**src/rtl/tcf_pkg.sv**
```systemverilog
// Shared types, constants and lookup tables of the tile 3x3 convolution filter.
// Used by every module of the block but tcf_ram; depends on nothing else.
package tcf_pkg;

    localparam int TILE_W    = 32;
    localparam int TILE_H    = 32;
    localparam int LEVELS    = 256;
    localparam int TILE_SIZE = TILE_W * TILE_H;

    localparam int CW   = 5;
    localparam int PIXW = 8;
    localparam int XW   = $clog2(TILE_W);
    localparam int YW   = $clog2(TILE_H);
    localparam int AW   = $clog2(TILE_SIZE);
    localparam int IDXW = 6;
    localparam int TAPW = 4;
    localparam int KW   = 3;
    localparam int CFGIW = 1;

    localparam int ACC_W     = 13;
    localparam int NW        = 13;
    localparam int DIV_SHIFT = 19;
    localparam int RW        = 19;
    localparam int PW        = NW + RW;

    localparam logic KIND_LOAD   = 1'b0;
    localparam logic KIND_FILTER = 1'b1;

    localparam logic [CFGIW-1:0] CFG_KERNEL = 1'd0;
    localparam logic [CFGIW-1:0] CFG_WRAP   = 1'd1;

    localparam logic [KW-1:0] KSEL_SHARPEN = 3'd0;
    localparam logic          WRAP_ON      = 1'b1;

    typedef struct packed {
        logic            accept;
        logic            mem_we;
        logic            rd_en;
        logic [TAPW-1:0] tap;
        logic            acc_en;
        logic            acc_clr;
        logic            scale_en;
        logic            mul_en;
        logic            out_ld;
    } ctrl_t;

    typedef struct packed {
        logic out_busy;
    } stat_t;

    typedef logic [IDXW-1:0] cmap_t [64];

    // Entry i maps the neighbour coordinate i-1 into the tile.
    function automatic cmap_t build_map(input int size, input bit wrap);
        cmap_t m;
        int    w;
        w = 0;
        for (int i = 0; i < 64; i++) begin
            if (i == 0) begin
                m[i] = wrap ? IDXW'(size - 1) : '0;
            end
            else begin
                if (wrap) begin
                    m[i] = IDXW'(w);
                    w = (w + 1 == size) ? 0 : w + 1;
                end
                else begin
                    m[i] = (i - 1 >= size) ? IDXW'(size - 1) : IDXW'(i - 1);
                end
            end
        end
        return m;
    endfunction

    localparam cmap_t COL_WRAP  = build_map(TILE_W, 1'b1);
    localparam cmap_t COL_CLAMP = build_map(TILE_W, 1'b0);
    localparam cmap_t ROW_WRAP  = build_map(TILE_H, 1'b1);
    localparam cmap_t ROW_CLAMP = build_map(TILE_H, 1'b0);

    localparam logic [1:0] TAP_DX [0:8] = '{2'd0, 2'd1, 2'd2, 2'd0, 2'd1, 2'd2,
                                            2'd0, 2'd1, 2'd2};
    localparam logic [1:0] TAP_DY [0:8] = '{2'd0, 2'd0, 2'd0, 2'd1, 2'd1, 2'd1,
                                            2'd2, 2'd2, 2'd2};

    localparam logic signed [4:0] KERN_W [0:7][0:8] = '{
        '{5'sd0, -5'sd2, 5'sd0, -5'sd2, 5'sd11, -5'sd2, 5'sd0, -5'sd2, 5'sd0},
        '{5'sd1, 5'sd1, 5'sd1, 5'sd1, 5'sd1, 5'sd1, 5'sd1, 5'sd1, 5'sd1},
        '{5'sd1, 5'sd2, 5'sd1, 5'sd2, 5'sd4, 5'sd2, 5'sd1, 5'sd2, 5'sd1},
        '{-5'sd1, -5'sd1, -5'sd1, 5'sd0, 5'sd0, 5'sd0, 5'sd1, 5'sd1, 5'sd1},
        '{5'sd0, 5'sd0, 5'sd0, 5'sd0, 5'sd1, 5'sd0, 5'sd0, 5'sd0, 5'sd0},
        '{5'sd0, 5'sd0, 5'sd0, 5'sd0, 5'sd1, 5'sd0, 5'sd0, 5'sd0, 5'sd0},
        '{5'sd0, 5'sd0, 5'sd0, 5'sd0, 5'sd1, 5'sd0, 5'sd0, 5'sd0, 5'sd0},
        '{5'sd0, 5'sd0, 5'sd0, 5'sd0, 5'sd1, 5'sd0, 5'sd0, 5'sd0, 5'sd0}
    };

    // The result is (2*S*num + den) / (2*den), taken as a reciprocal product.
    localparam logic [2:0] KERN_NUM [0:7] = '{3'd1, 3'd1, 3'd1, 3'd1, 3'd5, 3'd5,
                                              3'd1, 3'd1};
    localparam logic [4:0] KERN_DEN [0:7] = '{5'd3, 5'd9, 5'd16, 5'd1, 5'd4, 5'd6,
                                              5'd1, 5'd1};
    localparam logic [RW-1:0] KERN_RECIP [0:7] = '{
        RW'((2**DIV_SHIFT + 5) / 6),
        RW'((2**DIV_SHIFT + 17) / 18),
        RW'((2**DIV_SHIFT) / 32),
        RW'((2**DIV_SHIFT) / 2),
        RW'((2**DIV_SHIFT) / 8),
        RW'((2**DIV_SHIFT + 11) / 12),
        RW'((2**DIV_SHIFT) / 2),
        RW'((2**DIV_SHIFT) / 2)
    };

endpackage

```
**src/rtl/tcf_seq.sv**
```systemverilog
// Microcoded sequencer: step counter, control-word ROM and jump logic.
// Depends on tcf_pkg for the control and status structs.
module tcf_seq (
    input  logic           clk,
    input  logic           rst_n,
    input  logic           in_valid,
    input  logic           in_kind,
    output logic           in_ready,
    input  tcf_pkg::stat_t stat,
    output tcf_pkg::ctrl_t ctrl
);
    import tcf_pkg::*;

    localparam int STEP_W = 4;
    localparam logic [STEP_W-1:0] STEP_IDLE  = 4'd0;
    localparam logic [STEP_W-1:0] STEP_RD0   = 4'd1;
    localparam logic [STEP_W-1:0] STEP_RD8   = 4'd9;
    localparam logic [STEP_W-1:0] STEP_ACC8  = 4'd10;
    localparam logic [STEP_W-1:0] STEP_SCALE = 4'd11;
    localparam logic [STEP_W-1:0] STEP_MUL   = 4'd12;
    localparam logic [STEP_W-1:0] STEP_OUT   = 4'd13;
    localparam logic [STEP_W-1:0] STEP_WRITE = 4'd14;

    typedef enum logic [1:0] {
        JC_NEXT,
        JC_GOTO,
        JC_DISPATCH,
        JC_HOLD
    } jc_t;

    typedef struct packed {
        logic              ready;
        ctrl_t             ctrl;
        jc_t               jc;
        logic [STEP_W-1:0] tgt;
    } ucode_t;

    function automatic ucode_t uword(input logic [STEP_W-1:0] s);
        ucode_t w;
        w     = '0;
        w.jc  = JC_NEXT;
        w.tgt = STEP_IDLE;
        unique case (s) inside
            STEP_IDLE:
            begin
                w.ready        = 1'b1;
                w.ctrl.acc_clr = 1'b1;
                w.jc           = JC_DISPATCH;
                w.tgt          = STEP_WRITE;
            end
            [STEP_RD0:STEP_RD8]:
            begin
                w.ctrl.rd_en  = 1'b1;
                w.ctrl.tap    = TAPW'(s - STEP_RD0);
                w.ctrl.acc_en = (s != STEP_RD0);
            end
            STEP_ACC8:
            begin
                w.ctrl.acc_en = 1'b1;
            end
            STEP_SCALE:
            begin
                w.ctrl.scale_en = 1'b1;
            end
            STEP_MUL:
            begin
                w.ctrl.mul_en = 1'b1;
            end
            STEP_OUT:
            begin
                w.ctrl.out_ld = 1'b1;
                w.jc          = JC_HOLD;
                w.tgt         = STEP_IDLE;
            end
            STEP_WRITE:
            begin
                w.ctrl.mem_we = 1'b1;
                w.jc          = JC_GOTO;
                w.tgt         = STEP_IDLE;
            end
            default:
            begin
                w.jc  = JC_GOTO;
                w.tgt = STEP_IDLE;
            end
        endcase
        return w;
    endfunction

    logic [STEP_W-1:0] step_reg;
    logic [STEP_W-1:0] step_next;
    ucode_t            uw;
    logic              accept;

    assign uw       = uword(step_reg);
    assign in_ready = uw.ready;
    assign accept   = uw.ready & in_valid;

    always_comb
    begin
        ctrl        = uw.ctrl;
        ctrl.accept = accept;
    end

    always_comb
    begin
        step_next = step_reg;
        unique case (uw.jc)
            JC_NEXT:     step_next = step_reg + 1'b1;
            JC_GOTO:     step_next = uw.tgt;
            JC_DISPATCH:
            begin
                if (accept)
                begin
                    step_next = (in_kind == KIND_LOAD) ? uw.tgt : step_reg + 1'b1;
                end
            end
            JC_HOLD:
            begin
                if (!stat.out_busy)
                begin
                    step_next = uw.tgt;
                end
            end
            default:     step_next = STEP_IDLE;
        endcase
    end

    always_ff @(posedge clk or negedge rst_n)
    begin
        if (!rst_n)
        begin
            step_reg <= STEP_IDLE;
        end
        else
        begin
            step_reg <= step_next;
        end
    end

    a_load_goes_to_write: assert property (@(posedge clk) disable iff (!rst_n)
        (accept && in_kind == KIND_LOAD) |=> step_reg == STEP_WRITE)
        else $error("load item did not reach the write step");

    a_filter_starts_reads: assert property (@(posedge clk) disable iff (!rst_n)
        (accept && in_kind == KIND_FILTER) |=> step_reg == STEP_RD0)
        else $error("filter item did not start the tap reads");

    a_out_release: assert property (@(posedge clk) disable iff (!rst_n)
        (step_reg == STEP_OUT && !stat.out_busy) |=> step_reg == STEP_IDLE)
        else $error("sequencer did not return to idle after handing off a result");

endmodule

```
**config.mk**
```make
export PLATFORM = sky130hd
export DESIGN_NAME = tcf_seq
export DESIGN_NICKNAME = d
export VERILOG_FILES = /design/src/rtl/tcf_pkg.sv /design/src/rtl/tcf_seq.sv
export SDC_FILE = /design/constraint.sdc
export NUM_CORES = 1
export LEC_CHECK = 0
export BUFFER_PORTS_ARGS = -buffer_cell sky130_fd_sc_hd__clkbuf_2
export CAP_MARGIN = 20
export CORE_AREA = 2 2 39 41
export CTS_BUF_LIST = sky130_fd_sc_hd__clkbuf_2 sky130_fd_sc_hd__clkbuf_4 sky130_fd_sc_hd__clkbuf_8
export DETAILED_ROUTE_END_ITERATION = 10
export DIE_AREA = 0 0 41 43
export GPL_TIMING_DRIVEN = 0
export REMOVE_ABC_BUFFERS = 1
export SETUP_SLACK_MARGIN = 0.4
export SLEW_MARGIN = 20
export SYNTH_ARGS = -nofsm -noshare
export SYNTH_HDL_FRONTEND = slang
export SYNTH_SLANG_ARGS = --single-unit
```
**constraint.sdc**
```tcl
create_clock -name clk -period 2.18 [get_ports clk]
set_clock_uncertainty 0.1 [all_clocks]
set_input_delay 0.109 -clock clk [delete_from_list [all_inputs] [get_ports clk]]
set_output_delay 0.109 -clock clk [all_outputs]
set_load 0.005 [all_outputs]
```
==> impl_metrics.yaml <==
clocking:
  htreeDepth: 1
  clk_path_buf_depth: 2
  clkLatencyLatePin_ns: 0.24
  cts_sinks: 4
  clock_tree.root_cell: "clkbuf_4"
  number_of_cts_inserted_buffers: 3
  clk_pin_slew_ns: 0.04
  cts_tree: "built"
drt:
  finalWirelength_um: 1180
  drt_drc_violations_left: 0
  vias: 525
  ant_nets: 0
  drt_first_iter_violations: 1
  drt_first_pass_iters: 4
  detail_route.wl_per_cell_um: 11.7
  route.detailed.vias_per_inst: 5.20
pwr:
  comb_power_share_pct: 76.6
  power_frac_seq_pct: 16.3
  p_sw_share_pct: 44.7
  power.density_mw_per_mm2: 1700
  max-vdd-ir-drop_v: 0.000852
  report.power.total_mw: 1.29
  cell_internal_pwr_mw: 0.713
  power.static_leakage_nw: 0.364
  total_switching_power_mw: 0.577
  pwr-share-clk_pct: 7.1
logic_synthesis:
  synth.largest_area_cell: "dfrtp_1"
  compound_gate_fraction_of_synth_area_pct: 25.0
  synth_top_area_share_pct: 20.4
  yosysUniqueCellTypes: 29
  sequential_element_share_of_the_synthesized_area_pct: 20.4
  synth.top_cells.by_area: "dfrtp_1 (20%), ha_1 (13%), nor2_1 (6.1%), a211oi_2 (5.1%), and3_1 (3.8%)"
  netlist_area_um2: 490
  synth_top_family_by_area: "compound AO/OA/AOI/OAI gates"
  synth.yosys.warnings: 0
  number_of_instances_in_the_synthesized_netlist: 62
  multiplexer_area_fraction_after_synthesis_pct: 0
  parity_gate_share_of_the_synthesized_area_counting_xor_and_xnor_cells_pct: 5.36
  synth_seq_cells: 4
  synth_simple_gate_area_share_pct: 25.0
  post_synth_fa_ha_maj_area_fraction_pct: 12.8
  post_synth.cell_area_avg_um2: 7.91
min_path:
  hp-class: "in2reg"
  holdPathStages: 3
  hold_start: "stat"
  hold-path-endpoint: "step_reg[2]"
worst_setup_path:
  cp.required_ns: 1.97
  critical_path_class: "reg2out"
  r2r_setup_slack_ns: 0.37
  timing.critical_path.from_type: "register"
  worst_r2r_path_depth: 6
  worstReg2RegEnd: "step_reg[3]"
  reg2reg_from: "step_reg[1]"
  cp_max_fo: 5
  cp-end-kind: "output port"
  timing.critical_path.arrival_ns: 1.61
die:
  die_h_um: 43
  die-width_um: 41
  initial_utilization_pct: 35.4
  core.rowCount: 14
  core_mm2: 0.00138
  total_die_area_mm2: 0.00176
  io_pins: 18
grt:
  number_of_antenna_violations_at_the_first_check_in_global_routing: 0
  groute.usage.overall_pct: 14.9
  grt_max_degree: 16
  grt_first_pass_wirelength_um: 1820
  grt_pass1_vias: 451
  globalRouteOverflowTotal: 0
cells_and_area:
  largest_register_ffs: 4
  n_antenna_cell: 0
  post_route_cells_drive_above_1_share_pct: 57.6
  finalNetCount: 97
  final_common_cell: "clkbuf_2"
  mostFrequentLayoutCells: "clkbuf_2 (14), nor2_1 (7), buf_4 (7)"
  flow.area_growth_from_synthesis_pct: 54.8
timing:
  final.setup.tns_ns: 0
  final-max-slew-violation-count: 0
  final-setup-viol-count: 0
  hold_viol: 0
  max-slew-margin-rel_pct: 72.1
  finalCriticalPeriod_ns: 1.81
  fmaxAchievable_mhz: 551
  rsz_0062_raised_after_global_routing: "yes"
  final.period_utilization_pct: 83.2
  worst_pin_slew_ns: 0.419
flow_run:
  timing.max_cap.violations: 0
status:
  run_status: "completed"
placement:
  gp_congestion: 0.785
  number_of_i_o_port_buffers: 17
  dp.final_hpwl_um: 779
==> worst max path at each step <==
stage / startpoint / endpoint / slack [ns]
2_1_floorplan: step_reg[0] / step_reg[0] / 0.25
3_3_place_gp: step_reg[0] / step_reg[0] / 0.09
3_5_place_dp: step_reg[0] / step_reg[0] / 0.09
4_1_cts: step_reg[0] / ctrl[7] / 0.36
5_1_grt: step_reg[0] / ctrl[7] / 0.29
6_report: step_reg[0] / ctrl[11] / 0.37
==> synth_stat cells <==
cell,number
inv_1,5
clkinv_2,1
xnor2_1,2
dfrtp_1,4
xor2_1,1
or3b_1,1
a21oi_1,3
and3b_1,2
and3_1,3
nand2_1,2
nor2_1,8
and2_4,1
a31oi_1,1
a21o_1,1
a221oi_2,1
nor3_1,2
nor4b_1,1
o21a_1,1
buf_4,2
o22ai_1,1
o21ai_0,3
nor3b_1,1
buf_2,2
o21bai_1,1
clkbuf_1,2
ha_1,5
o221ai_1,2
nand3_1,1
a211oi_2,2
==> cell families (layout without fill, tap and decap cells) <==
logic type	Yosys count	count (layout)
AOI/OAI and AO/OA	16	16
xor gates and xnor gates	3	3
adders and majority gates	5	5
buffers and inverters	12	35
DFF	4	4
and+or+nand+nor	22	22
==> timing repair <==
action,in CTS,in global routing
pin swaps,3,5
resized for setup,14,13
hold endpoints to repair,4,0
hold buffers,1,0
endpoints found under the setup margin,13,13
buffers inserted,7,1
==> per-layer routing <==
metal | GRT usage [%] | vias to the layer above | part of all wire (%)
li1 | - | 260 | -
met1 | 17.5 | 246 | 40
met2 | 24.7 | 16 | 52
met3 | 4.71 | 3 | 6.7
met4 | 4.00 | 0 | 0.76
met5 | 0 | - | 0
==> power by group through the flow <==
stage	clock, mW	combinational, mW	sequential (mW)
after floorplan	0	0.481	0.187
after global routing	0.106	1.08	0.223
final	0.0912	0.988	0.211
after global placement	0	0.680	0.215
after detailed placement	0	0.684	0.213
after CTS	0.0931	0.879	0.204
==> metrics by stage <==
stage | setup slack [ns] | instances | utilization (%) | hold WS (ns) | area, µm²
final | 0.365 | 101 | 54.9 | 0.0429 | 759
after global routing | 0.291 | 101 | 54.9 | 0.0333 | 759
after CTS | 0.362 | 100 | 50.4 | 0.0370 | 697
after detailed placement | 0.0950 | 89 | 40.7 | -0.182 | 563
after global placement | 0.0852 | 89 | 40.7 | -0.185 | 563
after floorplan | 0.245 | 56 | - | -0.287 | 458
==> layout make-up <==
class	count	area (µm²)
fill	124	624
sequential	4	104
multi-input combinational	46	403
tap	16	20.0
inverter	6	32.5
timing repair buffer	26	178
clock buffer	3	22.5
==> critical path, cell delays in order (launching register included) <==
cell      delay, ns
dfrtp_2        0.43
inv_4          0.08
ha_4           0.13
or3b_4         0.42
clkinv_4       0.07
and2_4         0.15
buf_6          0.09
No activity file was read; power rests on OpenSTA's default activity.
